## src/sv/spg_pkg.sv

```systemverilog
// spg_pkg: shared constants, item types and small tables of the sample pattern generator.
// Used by every module of the block; no dependencies.
`default_nettype none

package spg_pkg;

   // sizing of the index and of the fixed-point fractions
   localparam int INDEX_BITS    = 16;
   localparam int FRACTION_BITS = 32;
   localparam int COORD_BITS    = 32;
   localparam int CSR_BITS      = 5;
   localparam int N_BITS        = INDEX_BITS + 1;
   localparam int FRAC_CUT      = COORD_BITS - FRACTION_BITS;

   function automatic int base3_digits(longint value);
      longint t;
      int     cnt;
      t   = value;
      cnt = 0;
      while (t != 0) begin
         t   = t / 3;
         cnt = cnt + 1;
      end
      return cnt;
   endfunction

   function automatic longint pow3(int k);
      longint acc;
      acc = 1;
      for (int i = 0; i < k; i++) begin
         acc = acc * 3;
      end
      return acc;
   endfunction

   // base-3 digit extraction, two digits per stage
   localparam int MAX_DIGITS   = base3_digits(longint'(1) << INDEX_BITS);
   localparam int DEN_BITS     = $clog2(pow3(MAX_DIGITS) + 1);
   localparam int DIGIT_STAGES = (MAX_DIGITS + 1) / 2;

   // divide by 9 as multiply by reciprocal; 2^shift = 1 mod 9 so the error term is 8
   localparam int     DIV9_SHIFT = 6 * ((INDEX_BITS + 4 + 5) / 6);
   localparam longint DIV9_MUL   = ((longint'(1) << DIV9_SHIFT) + 8) / 9;
   localparam int     PROD_BITS  = N_BITS + DIV9_SHIFT;

   // restoring long division of the base-3 fraction
   localparam int STEPS_PER_STAGE = 4;
   localparam int DIV_STAGES      = (FRACTION_BITS + STEPS_PER_STAGE - 1) / STEPS_PER_STAGE;
   localparam int DIV_STEPS       = DIV_STAGES * STEPS_PER_STAGE;
   localparam int DIV_PAD         = DIV_STEPS - FRACTION_BITS;

   localparam logic [CSR_BITS-1:0]   COUNT_LOG2_RESET = CSR_BITS'(10);
   localparam logic [COORD_BITS-1:0] ONE_MAX =
      COORD_BITS'((longint'(1) << FRACTION_BITS) - longint'(1));

   typedef enum logic [1:0] {
      CMD_HALTON     = 2'd0,
      CMD_HAMMERSLEY = 2'd1,
      CMD_SOBOL      = 2'd2,
      CMD_BAYER      = 2'd3
   } cmd_type;

   typedef struct packed {
      cmd_type                 cmd;
      logic [INDEX_BITS-1:0]   index;
   } req_item_type;

   typedef struct packed {
      logic [COORD_BITS-1:0]   coord_x;
      logic [COORD_BITS-1:0]   coord_y;
      logic                    saturated;
   } rsp_item_type;

   // finished result plus the flag that the halton y is still to come
   typedef struct packed {
      logic                    halton;
      rsp_item_type            rsp;
   } side_type;

   typedef struct packed {
      side_type                side;
      logic [N_BITS-1:0]       num;
      logic [DEN_BITS-1:0]     digits;
      logic [DEN_BITS-1:0]     den;
   } digit_item_type;

   typedef struct packed {
      side_type                side;
      logic [DEN_BITS-1:0]     rem;
      logic [DEN_BITS-1:0]     den;
      logic [DIV_STEPS-1:0]    quot;
   } div_item_type;

   function automatic logic [COORD_BITS-1:0] bit_reverse32(logic [COORD_BITS-1:0] v);
      logic [COORD_BITS-1:0] r;
      for (int i = 0; i < COORD_BITS; i++) begin
         r[i] = v[COORD_BITS-1-i];
      end
      return r;
   endfunction

   function automatic logic [3:0] dither_4x4(logic [3:0] pos);
      logic [3:0] d;
      case (pos)
         4'd0:    d = 4'd0;
         4'd1:    d = 4'd8;
         4'd2:    d = 4'd2;
         4'd3:    d = 4'd10;
         4'd4:    d = 4'd12;
         4'd5:    d = 4'd4;
         4'd6:    d = 4'd14;
         4'd7:    d = 4'd6;
         4'd8:    d = 4'd3;
         4'd9:    d = 4'd11;
         4'd10:   d = 4'd1;
         4'd11:   d = 4'd9;
         4'd12:   d = 4'd15;
         4'd13:   d = 4'd7;
         4'd14:   d = 4'd13;
         default: d = 4'd5;
      endcase
      return d;
   endfunction

   // r = d0 + 3*d1 (low digit first) becomes 3*d0 + d1 for the reversed number
   function automatic logic [3:0] pair_swap(logic [3:0] r);
      logic [3:0] s;
      case (r)
         4'd0:    s = 4'd0;
         4'd1:    s = 4'd3;
         4'd2:    s = 4'd6;
         4'd3:    s = 4'd1;
         4'd4:    s = 4'd4;
         4'd5:    s = 4'd7;
         4'd6:    s = 4'd2;
         4'd7:    s = 4'd5;
         4'd8:    s = 4'd8;
         default: s = 4'd0;
      endcase
      return s;
   endfunction

endpackage

`default_nettype wire

```

## src/sv/spg_front.sv

```systemverilog
// spg_front: input stage; computes the bit-reversal, hammersley and bayer results.
// Depends on spg_pkg.
`default_nettype none

module spg_front
   import spg_pkg::*;
(
   input  wire logic                clock,
   input  wire logic                reset,
   input  wire logic                advance,
   input  wire logic                in_valid,
   input  wire req_item_type        in_item,
   input  wire logic [CSR_BITS-1:0] count_log2,
   output logic                     out_valid,
   output digit_item_type           out_item
);

   logic                                  valid_ff;
   digit_item_type                        item_ff;
   digit_item_type                        item_in;
   logic [N_BITS-1:0]                     num;
   logic [COORD_BITS-1:0]                 rev_num;
   logic [COORD_BITS-1:0]                 rev_index;
   logic [INDEX_BITS+FRACTION_BITS-1:0]   ham_wide;
   logic                                  ham_sat;

   always_comb begin
      num       = N_BITS'(in_item.index) + N_BITS'(1);
      rev_num   = bit_reverse32(COORD_BITS'(num));
      rev_index = bit_reverse32(COORD_BITS'(in_item.index));
      // index / 2^count_log2 with FRACTION_BITS fraction bits
      ham_wide  = {in_item.index, {FRACTION_BITS{1'b0}}} >> count_log2;
      ham_sat   = |ham_wide[INDEX_BITS+FRACTION_BITS-1:FRACTION_BITS];

      item_in.num                = num;
      item_in.digits             = '0;
      item_in.den                = DEN_BITS'(1);
      item_in.side.halton        = (in_item.cmd == CMD_HALTON);
      item_in.side.rsp.saturated = 1'b0;
      case (in_item.cmd)
         CMD_HALTON: begin
            item_in.side.rsp.coord_x = rev_num >> FRAC_CUT;
            item_in.side.rsp.coord_y = '0;
         end
         CMD_HAMMERSLEY: begin
            item_in.side.rsp.coord_x   = ham_sat ? ONE_MAX
                                                 : COORD_BITS'(ham_wide[FRACTION_BITS-1:0]);
            item_in.side.rsp.coord_y   = rev_index >> FRAC_CUT;
            item_in.side.rsp.saturated = ham_sat;
         end
         CMD_SOBOL: begin
            item_in.side.rsp.coord_x = rev_num >> FRAC_CUT;
            item_in.side.rsp.coord_y = (rev_num >> 1) >> FRAC_CUT;
         end
         default: begin
            item_in.side.rsp.coord_x = COORD_BITS'({dither_4x4(in_item.index[3:0]),
                                                     {(FRACTION_BITS-4){1'b0}}});
            item_in.side.rsp.coord_y = COORD_BITS'({dither_4x4(in_item.index[3:0]),
                                                     {(FRACTION_BITS-4){1'b0}}});
         end
      endcase
   end

   always_ff @(posedge clock) begin
      if (reset) begin
         valid_ff <= 1'b0;
      end else if (advance) begin
         valid_ff <= in_valid;
      end
      if (advance) begin
         item_ff <= item_in;
      end
   end

   assign out_valid = valid_ff;
   assign out_item  = item_ff;

endmodule

`default_nettype wire

```

## config.mk

```make
export PLATFORM = sky130hd
export DESIGN_NAME = spg_front
export DESIGN_NICKNAME = d
export VERILOG_FILES = /design/src/sv/spg_pkg.sv /design/src/sv/spg_front.sv
export SDC_FILE = /design/constraint.sdc
export NUM_CORES = 1
export LEC_CHECK = 0
export ABC_CLOCK_PERIOD_IN_PS = 7600
export BUFFER_PORTS_ARGS = -buffer_cell sky130_fd_sc_hd__clkbuf_2
export CORE_ASPECT_RATIO = 2
export CORE_MARGIN = 2
export CORE_UTILIZATION = 55
export DETAILED_ROUTE_END_ITERATION = 8
export PLACE_DENSITY = 0.95
export SYNTH_ARGS = -nofsm -noshare
export SYNTH_HDL_FRONTEND = slang
export SYNTH_SLANG_ARGS = --single-unit
```

## constraint.sdc

```tcl
create_clock -name clock -period 7.6 [get_ports clock]
set_input_delay 1.14 -clock clock [delete_from_list [all_inputs] [get_ports clock]]
set_output_delay 1.14 -clock clock [all_outputs]
set_load 0.02 [all_outputs]
```

==> results of run 1 <==
critical path: stages:
cell and delay (ns):
sky130_fd_sc_hd__clkbuf_2 0.57, sky130_fd_sc_hd__mux2_2 0.43, sky130_fd_sc_hd__mux4_2 0.51, sky130_fd_sc_hd__a22o_1 0.27
sky130_fd_sc_hd__or4_4 0.57, sky130_fd_sc_hd__o31ai_2 0.73, sky130_fd_sc_hd__o221ai_1 0.30
worst max-delay path by stage:
stage / to / from / cells past startpoint / slack (ns)
floorplan: out_item[104]$_DFFE_PP_ / in_item[10] / 9 / 3.91
global placement: out_item[101]$_DFFE_PP_ / count_log2[0] / 7 / 2.99
detailed placement: out_item[102]$_DFFE_PP_ / count_log2[0] / 7 / 2.75
CTS: out_item[102]$_DFFE_PP_ / count_log2[0] / 7 / 3.10
global route: out_item[102]$_DFFE_PP_ / count_log2[0] / 7 / 2.89
finish: out_item[102]$_DFFE_PP_ / count_log2[0] / 7 / 3.07
metal layers:
metal	share of wire (%)	GRT usage, %	wire (um)
met3	10	4.52	1410
met2	51	48.7	7080
met1	31	30.5	4240
met4	7.5	21.6	1040
met5	0	0	0
where the power goes:
group,internal [mW],switching [mW],total [mW]
combinational,0.0788,0.191,0.270
sequential,0.464,0.00965,0.474
clock,0.221,0.151,0.372
total,0.764,0.351,1.12
synthesized netlist by cell type, types with 4 or more instances:
cell type                  count
sky130_fd_sc_hd__a31oi_1       7
sky130_fd_sc_hd__nor2_1       36
sky130_fd_sc_hd__buf_4        50
sky130_fd_sc_hd__buf_2         5
sky130_fd_sc_hd__nand2_1      31
sky130_fd_sc_hd__o221ai_1      5
sky130_fd_sc_hd__nor3_1        6
sky130_fd_sc_hd__o2111a_1      4
sky130_fd_sc_hd__inv_1        28
sky130_fd_sc_hd__edfxtp_1     69
sky130_fd_sc_hd__nor2b_1       6
sky130_fd_sc_hd__a22o_1       10
sky130_fd_sc_hd__a211oi_1      6
sky130_fd_sc_hd__nand4_1       4
sky130_fd_sc_hd__mux4_2        5
sky130_fd_sc_hd__nand3_1      13
sky130_fd_sc_hd__o22ai_1       9
sky130_fd_sc_hd__a21oi_1      21
sky130_fd_sc_hd__clkbuf_1     24
sky130_fd_sc_hd__and3_1        5
sky130_fd_sc_hd__buf_1         4
sky130_fd_sc_hd__and2_1        5
sky130_fd_sc_hd__xnor2_1      10
sky130_fd_sc_hd__mux2_2       15
sky130_fd_sc_hd__o21ai_0      27
sky130_fd_sc_hd__mux2i_1      17
sky130_fd_sc_hd__xor2_1        6
sky130_fd_sc_hd__o21ai_1       5
sky130_fd_sc_hd__nand2b_1      6
cell families (layout without fill, tap and decap cells):
logic type,Yosys count,in the layout,synth area share [%]
AND/OR/NAND/NOR,121,121,12.0
other,2,50,0.157
multiplexers,41,41,10.9
adder cells (fa/ha/maj),1,1,0.261
flip-flops,70,70,43.7
XOR/XNOR,16,16,2.93
AO/OA/AOI/OAI,117,117,16.5
buffers and inverters,115,143,13.5
cell type report:
class	instances	area share [%]
multi-input cells	346	41.9
flip-flops and latches	70	39.4
repair buffers	98	9.34
clock buffers	13	4.53
well taps	100	2.36
inverters	29	2.05
clock inverters	3	0.401
registers in the layout (all words and copies together) (netlist names):
| register | flops |
|---|---|
| out_item | 69 |
| out_valid | 1 |
placed cells by master, fill, tap and decap left out, types with 6 or more instances in the layout:
cell type                   count
sky130_fd_sc_hd__inv_1         28
sky130_fd_sc_hd__mux2i_1       17
sky130_fd_sc_hd__nor2_1        36
sky130_fd_sc_hd__xor2_1         6
sky130_fd_sc_hd__xnor2_1       10
sky130_fd_sc_hd__a21oi_1       21
sky130_fd_sc_hd__o21ai_0       27
sky130_fd_sc_hd__conb_1        50
sky130_fd_sc_hd__o22ai_1        9
sky130_fd_sc_hd__nand2_1       31
sky130_fd_sc_hd__nor3_1         6
sky130_fd_sc_hd__nor2b_1        6
sky130_fd_sc_hd__clkbuf_2      96
sky130_fd_sc_hd__a31oi_1        7
sky130_fd_sc_hd__edfxtp_1      69
sky130_fd_sc_hd__a211oi_1       6
sky130_fd_sc_hd__mux2_2        15
sky130_fd_sc_hd__nand3_1       13
sky130_fd_sc_hd__clkbuf_16      9
sky130_fd_sc_hd__nand2b_1       6
sky130_fd_sc_hd__a22o_1        10
==> summary.txt, run 1 <==
Detailed routing
  • Antenna Violating Nets Remaining: 0
  • DRT Wirelength: 13800 um
  • Post-DR wirelength/cell: around 21 um
  • First-pass detailed-route iteration total: 5
  • Iteration-0 DRC count of the detailed router: 802
  • Vias after detailed routing: 4169
  • Detail-routed via count per cell: 6.33
  • DRC violation count after routing: 0

GRT
  • Total global-route track usage: between 20 and 30%
  • Number of antenna violations at the first check in global routing: 0
  • Global-route congestion overflow total: 0
  • Via count of the first global-routing pass: roughly 3800
  • Global-route wire length before repair: 20400 um
  • Maximum number of pins on one net before global-route repair: 71

Setup path
  • Depth of the most critical reg-to-reg path: 2
  • Maximum fanout along the worst path: 32
  • R2r setup slk: between 6 and 7 ns
  • Arr. time, crit path: between 4 and 5 ns
  • Source of the worst register-to-register timing path: out_valid$_SDFFE_PP0P_
  • Type of element launching the critical path: primary input
  • Critical path endpoint category: register
  • Worst Setup Path Type: in -> reg
  • Reg-to-Reg End: out_valid$_SDFFE_PP0P_
  • Required time at the endpoint of the critical path: around 7.6 ns

Clocking
  • Post-cts gate resize count: 0
  • Buffers inserted by post-CTS timing repair: 0
  • CTS Buf Count: 9
  • H-tree depth: 3
  • Clk buf depth: 2
  • Clock tree from TritonCTS: built
  • Clock sink count: 70
  • Hold-fix buffers, CTS: 0
  • Clk_lat worst skew: approximately 0.33 ns
  • CTS root buf: sky130_fd_sc_hd__clkbuf_16
  • Clock transition at the registers of the reported paths: 0.05 ns

Final layout
  • Share of post-route cells with drive strength above 1: 25.0%
  • Number of nets in the final layout: a little under 600
  • Area growth from synthesis to final layout: 10.9%
  • Ant. Diodes: 0
  • Final cell utilization of the core: 62.2%
  • Register Area: 0.00209 mm^2
  • Number of filler instances in the final layout: 696
  • Post-route non-filler standard cell count: 659
  • Multi-input logic area: 0.00222 mm^2
  • Total non-filler cell area in the finished layout: 0.00531 mm^2

Placement
  • Total placed instance area: 0.00505 mm^2
  • Pre-CTS setup slack: 2.75 ns
  • HPWL after DPL: a little over 10000 um
  • Port Buffers: 96
  • Total instance count after detailed placement: ~640
  • RD Place Congestion: roughly 0.96

Timing
  • F_max: 221 MHz
  • Worst-case clock skew: 0 ns
  • Headroom to the max-slew limit: 41.3%
  • Fin crit share: 59.6%
  • Clock period minus worst slack: between 4 and 5 ns
  • Final-layout worst hold slack: a little under 0.6 ns
  • Worst Slack Setup Final: 3.07 ns
  • Setup TNS: 0 ns
  • RSZ-0062 raised after global routing: no
  • Finish-stage setup viols: 0
  • Hold Violations, Final: 0
  • Number of max-slew violations in the final report: 0
  • Slew at the pin closest to its max-slew limit: 0.880 ns

Flow run
  • Max-Cap Viols: 0

Floorplanning
  • Starting density of the core: 56.1%
  • Row count: 48
  • Horizontal die dimension: 70.0 um
  • I/O pin cnt: 147
  • Die area: 0.00951 mm^2
  • Die outline height: 136 um
  • Area of the core: 0.00853 mm^2

Synth
  • Number of warnings issued by yosys: 0
  • Share of synthesized registers carrying an async set or reset: 0%
  • Cells after Synth: between 400 and 500
  • Number of flops mapped to enable cells by yosys: slightly below 70
  • Cell variety after synth: 56
  • Mean instance size in the synthesized netlist: just under 10 um^2
  • Largest cells by area after synthesis: sky130_fd_sc_hd__edfxtp_1 43%, sky130_fd_sc_hd__buf_4 7.8%, sky130_fd_sc_hd__mux2i_1 3.6%, sky130_fd_sc_hd__mux2_2 3.5%, sky130_fd_sc_hd__nor2_1 2.8%
  • Cell taking the most area after synthesis: sky130_fd_sc_hd__edfxtp_1
  • Top cell type's share of synthesized area: a little over two fifths
  • Most used flip-flop cell after synthesis: sky130_fd_sc_hd__edfxtp_1
  • Register area share after synthesis: 43.7%
  • Mapped cell area: 0.00478 mm^2
  • Synthesis-stage register bit count: 70

Power and ir drop
  • Total leakage power: 2.25 nW
  • VDD IR max: 113 uV
  • Power density cells: 210 mW/mm^2
  • Total power: approximately 1.1 mW

Worst hold path
  • Tightest Hold Check Type: reg -> reg
  • Worst Hold End: out_valid$_SDFFE_PP0P_
  • Source of the worst hold timing path: out_valid$_SDFFE_PP0P_
  • Number of stages on the worst hold path: 2

Outcome
  • Result of the run: complete, no violations
(Power assumes the default switching activity.)
==> run 2, diff against run 1 <==
--- a/config.mk
+++ b/config.mk
@@ -5,13 +5,13 @@
 export SDC_FILE = /design/constraint.sdc
 export NUM_CORES = 1
 export LEC_CHECK = 0
-export ABC_CLOCK_PERIOD_IN_PS = 7600
+export ABC_CLOCK_PERIOD_IN_PS = 4300
 export BUFFER_PORTS_ARGS = -buffer_cell sky130_fd_sc_hd__clkbuf_2
 export CORE_ASPECT_RATIO = 2
 export CORE_MARGIN = 2
-export CORE_UTILIZATION = 55
+export CORE_UTILIZATION = 52
 export DETAILED_ROUTE_END_ITERATION = 8
-export PLACE_DENSITY = 0.95
+export PLACE_DENSITY = 0.93
 export SYNTH_ARGS = -nofsm -noshare
 export SYNTH_HDL_FRONTEND = slang
 export SYNTH_SLANG_ARGS = --single-unit
==> constraint.sdc (replaced) <==
create_clock -name clock -period 4.3 [get_ports clock]
set_input_delay 0.645 -clock clock [delete_from_list [all_inputs] [get_ports clock]]
set_output_delay 0.645 -clock clock [all_outputs]
set_load 0.02 [all_outputs]
==> run 2 against run 1 <==
Compared with the run above: worst hold slack worse by 0.11 ns; sequential power is 76% higher; largest power group unchanged; critical path depth is 1 higher; register-to-register slack worse by 3.2 ns; largest cell class unchanged.
==> summary.txt, run 2 (synthesis results as in run 1) <==
Floorplanning
  • Die area: 0.0100 mm^2 (+5.5%)
  • Row count: 49 (+2.1%)
  • Horizontal die dimension: 71.8 um (+2.7%)
  • Die outline height: 140 um (+2.8%)
  • I/O pin cnt: 147 (unchanged)
  • Starting density of the core: 53.5% (-2.7 points)
  • Area of the core: 0.00895 mm^2 (+5.0%)

Detailed routing
  • DRT Wirelength: 13400 um (-2.3%)
  • First-pass detailed-route iteration total: 6 (+1)
  • Detail-routed via count per cell: 5.97 (-5.6%)
  • Antenna Violating Nets Remaining: 0 (unchanged)
  • Post-DR wirelength/cell: 20.2 um (-3.4%)
  • Vias after detailed routing: 3976 (-4.6%)
  • DRC violation count after routing: 0 (unchanged)
  • Iteration-0 DRC count of the detailed router: 404 (-50%)

Final layout
  • Number of nets in the final layout: 588 (+1.0%)
  • Flip-flop count of the largest register, all copies and words added: 69 (unchanged)
  • Share of post-route cells with drive strength above 1: 25.5% (+0.49 points)
  • Commonest cells after routing, fill and taps aside: 96 x sky130_fd_sc_hd__clkbuf_2, 69 x sky130_fd_sc_hd__edfxtp_1, 50 x sky130_fd_sc_hd__conb_1
  • Post-route non-filler standard cell count: 666 (+1.1%)
  • Most common cell after layout, fill and taps aside: sky130_fd_sc_hd__clkbuf_2
  • Ant. Diodes: 0 (unchanged)
  • Total non-filler cell area in the finished layout: 0.00534 mm^2 (+0.66%)
  • Final cell utilization of the core: 59.7% (-2.5 points)
  • Area growth from synthesis to final layout: 11.7%

Setup path
  • Number of cells on the critical path: 8 (+1)
  • Source of the worst register-to-register timing path: out_valid$_SDFFE_PP0P_
  • Type of element launching the critical path: primary input
  • Depth of the most critical reg-to-reg path: 2 (unchanged)
  • CP Cell Sequence: clkbuf_2, mux2_2, mux4_2, a22o_1, or4_4, a21oi_4, a31oi_1, a21boi_0
  • Highest cell delay on the worst timing path: 0.57 ns (-0.16 ns)
  • R2r setup slk: 3.71 ns (-3.21 ns)
  • Worst Setup Path Type: in -> reg
  • Kind of cell with the highest combined delay on the critical path: compound AO/OA/AOI/OAI gates
  • Critical Path Slowest Stage Cell: sky130_fd_sc_hd__or4_4
  • Reg-to-Reg End: out_valid$_SDFFE_PP0P_
  • Required time at the endpoint of the critical path: 4.34 ns (-3.28 ns)
  • Arr. time, crit path: 3.58 ns (-0.96 ns)
  • Worst Path Buf+Inv: 1 (unchanged)
  • Critical Path End: out_item[95]$_DFFE_PP_
  • Critical path endpoint category: register
  • Maximum fanout along the worst path: 23 (-28%)
  • CP Launch Point: count_log2[0]

GRT
  • Global-route wire length before repair: 20600 um (+0.74%)
  • Total global-route track usage: 27.3% (-0.97 points)
  • Number of antenna violations at the first check in global routing: 0 (unchanged)
  • Global-route congestion overflow total: 0 (unchanged)
  • Via count of the first global-routing pass: 3742 (-1.8%)
  • Maximum number of pins on one net before global-route repair: 39 (-45%)

Clocking
  • Clock sink count: 70 (unchanged)
  • Hold-fix buffers, CTS: 0 (unchanged)
  • Clk buf depth: 2 (unchanged)
  • Clk_lat worst skew: 0.32 ns (about the same)
  • CTS root buf: sky130_fd_sc_hd__clkbuf_16
  • Clock tree from TritonCTS: built
  • H-tree depth: 3 (unchanged)
  • Post-cts gate resize count: 0 (unchanged)
  • CTS Buf Count: 9 (unchanged)
  • Clock transition at the registers of the reported paths: 0.05 ns (about the same)
  • Buffers inserted by post-CTS timing repair: 0 (unchanged)

Timing
  • F_max: 282 MHz
  • RSZ-0062 raised after global routing: no
  • Worst-case clock skew: 0 ns (unchanged)
  • Setup TNS: 0 ns (unchanged)
  • Number of max-slew violations in the final report: 0 (unchanged)
  • Hold Violations, Final: 0 (unchanged)
  • Clock period minus worst slack: 3.54 ns
  • Fin crit share: between 80 and 90%
  • Slew at the pin closest to its max-slew limit: 0.900 ns (+0.0202 ns)
  • Headroom to the max-slew limit: 40.0% (-1.3 points)
  • Finish-stage setup viols: 0 (unchanged)

Placement
  • Total instance count after detailed placement: 651 (+1.2%)
  • Total placed instance area: 0.00509 mm^2 (+0.94%)
  • HPWL after DPL: 10400 um (+3.0%)
  • Port Buffers: 96 (unchanged)
  • RD Place Congestion: 0.967 (+0.70%)

Power and ir drop
  • Total leakage power: 2.27 nW (+1.2%)
  • VDD IR max: 209 uV (+85%)
  • Power density cells: 363 mW/mm^2 (+73%)

Outcome
  • Result of the run: complete, no violations

Flow run
  • Max-Cap Viols: 0 (unchanged)

Worst hold path
  • Tightest Hold Check Type: in -> reg
==> run 2: cell count changes in the layout (fill, tap and decap cells not counted) <==
| cell | change |
|---|---|
| sky130_fd_sc_hd__clkinvlp_4 | -1 |
| sky130_fd_sc_hd__clkinv_1 | +2 |
| sky130_fd_sc_hd__buf_4 | +6 |
| sky130_fd_sc_hd__clkbuf_1 | -1 |
| sky130_fd_sc_hd__clkinv_4 | -1 |
==> run 2: report_power, final <==
part | switching (mW) | leakage [nW] | internal (mW)
logic | 0.336 | 1.48 | 0.143
clock network | 0.241 | 0.121 | 0.381
registers | 0.0156 | 0.676 | 0.820
total | 0.593 | 2.27 | 1.34
==> run 2: worst register-to-register path: stages, from the launching register on <==
cell                      delay [ns]
sky130_fd_sc_hd__dfxtp_1        0.31
sky130_fd_sc_hd__mux2i_1        0.12
sky130_fd_sc_hd__nor2_1         0.06
==> run 2: stage by stage <==
| step | hold slack (ns) | total power, mW | setup WS [ns] |
|---|---|---|---|
| floorplan | 0.579 | 1.20 | 1.11 |
| global placement | 0.471 | 1.31 | 0.573 |
| detailed placement | 0.525 | 1.32 | 0.473 |
| CTS | 0.482 | 1.94 | 0.811 |
| global route | 0.487 | 2.00 | 0.645 |
| finish | 0.483 | 1.94 | 0.759 |
==> run 2: worst min-delay path by stage <==
stage	startpoint	to	slack, ns	cells after the start
after floorplan	out_valid$_SDFFE_PP0P_	out_valid$_SDFFE_PP0P_	0.58	2
after global placement	out_valid$_SDFFE_PP0P_	out_valid$_SDFFE_PP0P_	0.47	2
after detailed placement	out_valid$_SDFFE_PP0P_	out_valid$_SDFFE_PP0P_	0.52	2
after CTS	reset	out_valid$_SDFFE_PP0P_	0.48	2
after global routing	reset	out_valid$_SDFFE_PP0P_	0.49	2
final	reset	out_valid$_SDFFE_PP0P_	0.48	2
==> run 2: layer usage <==
metal | part of all wire (%) | routed length [um] | track usage [%] | vias to the layer above
li1 | - | - | - | 1807
met1 | 33 | 4390 | 28.6 | 1844
met2 | 52 | 7050 | 47.8 | 269
met3 | 7.1 | 959 | 3.55 | 56
met4 | 7.7 | 1040 | 20.2 | 0
met5 | 0 | 0 | 0 | -
==> run 2: layout make-up <==
type / instances / area [um^2]
Clock inverter: 3 / 12.5
Inverter: 29 / 109
Sequential cell: 70 / 2090
Clock buffer: 12 / 236
Fill cell: 782 / 3610
Multi-Input combinational cell: 346 / 2220
Tap cell: 102 / 128
Timing Repair Buffer: 104 / 541
==> run 3, diff against run 2 <==
--- a/config.mk
+++ b/config.mk
@@ -5,13 +5,13 @@
 export SDC_FILE = /design/constraint.sdc
 export NUM_CORES = 1
 export LEC_CHECK = 0
-export ABC_CLOCK_PERIOD_IN_PS = 4300
+export ABC_CLOCK_PERIOD_IN_PS = 3000
 export BUFFER_PORTS_ARGS = -buffer_cell sky130_fd_sc_hd__clkbuf_2
 export CORE_ASPECT_RATIO = 2
 export CORE_MARGIN = 2
-export CORE_UTILIZATION = 52
+export CORE_UTILIZATION = 47
 export DETAILED_ROUTE_END_ITERATION = 8
-export PLACE_DENSITY = 0.93
+export PLACE_DENSITY = 0.89
 export SYNTH_ARGS = -nofsm -noshare
 export SYNTH_HDL_FRONTEND = slang
 export SYNTH_SLANG_ARGS = --single-unit
==> constraint.sdc (replaced) <==
create_clock -name clock -period 3 [get_ports clock]
set_input_delay 0.45 -clock clock [delete_from_list [all_inputs] [get_ports clock]]
set_output_delay 0.45 -clock clock [all_outputs]
set_load 0.02 [all_outputs]
==> run 3 against run 2 <==
Compared with the run above: critical path depth increased by 1; sequential share of layout area decreased by 4.1 points; core utilization decreased by 0.16 points; largest cell class unchanged.
==> summary.txt, run 3 (synthesis results as in run 1) <==
GRT
  • Global-route congestion overflow total: 0 (unchanged)
  • Via count of the first global-routing pass: 4144 (+11%)
  • Total global-route track usage: 27.5% (+0.27 points)
  • Number of antenna violations at the first check in global routing: 0 (unchanged)
  • Maximum number of pins on one net before global-route repair: 40 (+2.6%)
  • Global-route wire length before repair: 22200 um (+7.8%)

Final layout
  • Most common cell after layout, fill and taps aside: sky130_fd_sc_hd__clkbuf_2
  • Ant. Diodes: 0 (unchanged)
  • Flip-flop count of the largest register, all copies and words added: 69 (unchanged)
  • Share of post-route cells with drive strength above 1: 34.1% (+8.5 points)
  • Number of nets in the final layout: 651 (+11%)
  • Number of filler instances in the final layout: 904 (+16%)
  • Area growth from synthesis to final layout: 24.7%
  • Commonest cells after routing, fill and taps aside: 95 x sky130_fd_sc_hd__clkbuf_2, 69 x sky130_fd_sc_hd__edfxtp_1, 67 x sky130_fd_sc_hd__buf_4

Clocking
  • CTS Buf Count: 9 (unchanged)
  • Clk_lat worst skew: 0.33 ns (about the same)
  • Clock tree from TritonCTS: built
  • Clock transition at the registers of the reported paths: 0.05 ns (about the same)
  • Clock sink count: 70 (unchanged)
  • Hold-fix buffers, CTS: 0 (unchanged)
  • H-tree depth: 3 (unchanged)
  • Clk buf depth: 2 (unchanged)
  • CTS root buf: sky130_fd_sc_hd__clkbuf_16

Timing
  • Finish-stage setup viols: 0 (unchanged)
  • RSZ-0062 raised after global routing: no
  • Fin crit share: 98.0%
  • F_max: about 340 MHz
  • Slew at the pin closest to its max-slew limit: 0.604 ns (-0.296 ns)
  • Number of max-slew violations in the final report: 0 (unchanged)
  • Worst Slack Setup Final: 0.0598 ns (-0.700 ns)
  • Hold Violations, Final: 0 (unchanged)
  • Setup TNS: 0 ns (unchanged)
  • Worst-case clock skew: 0 ns (unchanged)
  • Headroom to the max-slew limit: 59.2% (+19 points)
  • Clock period minus worst slack: 2.94 ns

Detailed routing
  • Post-DR wirelength/cell: 19.7 um (-2.3%)
  • Iteration-0 DRC count of the detailed router: 390 (-3.5%)
  • Vias after detailed routing: 4270 (+7.4%)
  • Antenna Violating Nets Remaining: 0 (unchanged)
  • First-pass detailed-route iteration total: 5 (-1)
  • DRT Wirelength: 15000 um (+12%)
  • DRC violation count after routing: 0 (unchanged)
  • Detail-routed via count per cell: 5.60 (-6.3%)

Setup path
  • Arr. time, crit path: 3.00 ns (-0.58 ns)
  • Critical path endpoint category: register
  • Type of element launching the critical path: primary input
  • Worst Setup Path Type: in -> reg
  • Maximum fanout along the worst path: 7 (-70%)
  • Depth of the most critical reg-to-reg path: 2 (unchanged)
  • Required time at the endpoint of the critical path: 3.06 ns (-1.28 ns)

Floorplanning
  • Die area: 0.0111 mm^2 (+10%)
  • Horizontal die dimension: 75.3 um (+4.9%)
  • I/O pin cnt: 147 (unchanged)
  • Row count: 52 (+6.1%)
  • Die outline height: 147 um (+5.0%)
  • Starting density of the core: 47.8% (-5.7 points)
  • Area of the core: 0.0100 mm^2 (+12%)

Power and ir drop
  • Sequential fraction of design power: 39.3% (-3.8 points)
  • Total leakage power: 2.61 nW (+15%)
  • Switching power total: 910 uW (+53%)
  • Power density cells: 511 mW/mm^2 (+41%)
  • Portion of total power attributed to combinational logic: 25.9% (+1.2 points)
  • VDD IR max: 316 uV (+51%)
  • Total power: 3.05 mW (+57%)
  • Fraction of power consumed by the clock network: 34.9% (+2.8 points)
  • Internal Dissipation: 2.14 mW (+59%)
  • Switching power share of the total: 29.8% (-0.77 points)

Placement
  • Port Buffers: 96 (unchanged)
  • HPWL after DPL: 11900 um (+15%)
  • RD Place Congestion: 0.953 (-1.5%)
  • Pre-CTS setup slack: -0.344 ns (-0.817 ns)

Worst hold path
  • Tightest Hold Check Type: in -> reg
  • Number of stages on the worst hold path: 2 (unchanged)

Flow run
  • Max-Cap Viols: 0 (unchanged)

Outcome
  • Result of the run: complete, no violations
==> run 3: cell count changes in the layout (fill, tap and decap cells not counted), sizes merged <==
| cell | before | now |
|---|---|---|
| clkinvlp | 0 | 1 |
| bufinv | 0 | 1 |
| clkinv | 4 | 2 |
| buf | 8 | 70 |
| clkbuf | 108 | 109 |
| a21oi | 22 | 23 |
==> run 3: worst max-delay path, stage by stage <==
cell                       delay (ns)
sky130_fd_sc_hd__clkbuf_4        0.17
sky130_fd_sc_hd__mux2_2          0.37
sky130_fd_sc_hd__mux4_2          0.49
sky130_fd_sc_hd__a22o_1          0.27
sky130_fd_sc_hd__or4_4           0.59
sky130_fd_sc_hd__a21oi_4         0.25
sky130_fd_sc_hd__buf_4           0.16
sky130_fd_sc_hd__o2111a_1        0.16
sky130_fd_sc_hd__o22ai_1         0.07
==> run 3: layout make-up <==
cell class / count / area [um^2] / area share, %
clock inverter: 3 / 42.5 / 0.713
tap: 135 / 169 / 2.83
multi-input combinational: 347 / 2250 / 37.7
sequential: 70 / 2090 / 35.1
clock buffer: 13 / 260 / 4.36
timing repair buffer: 166 / 1050 / 17.5
inverter: 29 / 109 / 1.83
==> run 3: path summary, 6_finish.rpt <==
| kind | slack [ns] | from | end |
|---|---|---|---|
| setup / recovery | 0.06 | count_log2[0] | out_item[109]$_DFFE_PP_ |
| hold / removal | 0.28 | reset | out_valid$_SDFFE_PP0P_ |
| setup reg to reg | 2.42 | out_valid$_SDFFE_PP0P_ | out_valid$_SDFFE_PP0P_ |
| hold reg to reg | 0.51 | out_valid$_SDFFE_PP0P_ | out_valid$_SDFFE_PP0P_ |
==> run 3: repair_timing <==
item | 4_1_cts | 5_1_grt
resized for setup | 0 | 5
setup buffers | 0 | 2
setup endpoints to repair | 0 | 18
==> run 3: metal layers <==
metal | share of wire [%] | wire [um] | vias to the layer above | global-route usage, %
met5 | 0 | 0 | - | 0
met4 | 11 | 1650 | 0 | 25.5
met3 | 5.9 | 888 | 94 | 3.16
met2 | 52 | 7800 | 271 | 47.0
met1 | 31 | 4700 | 1970 | 26.9
li1 | - | - | 1935 | -
==> run 3: power groups by stage <==
stage	registers (mW)	clock network, mW	logic, mW
floorplan	1.33	0	0.393
global placement	1.22	0	0.763
detailed placement	1.22	0	0.771
CTS	1.20	1.07	0.775
global route	1.21	1.10	0.836
finish	1.20	1.06	0.789
==> run 3: per-stage QoR <==
stage / cells / cell area, um^2 / hold WS [ns] / util, %
2_1_floorplan: 531 / 4960 / 0.522 / -
3_3_place_gp: 744 / 5620 / 0.471 / 56.1
3_5_place_dp: 744 / 5620 / 0.488 / 56.1
4_1_cts: 760 / 5930 / 0.271 / 59.1
5_1_grt: 763 / 5960 / 0.287 / 59.5
6_report: 763 / 5960 / 0.275 / 59.5
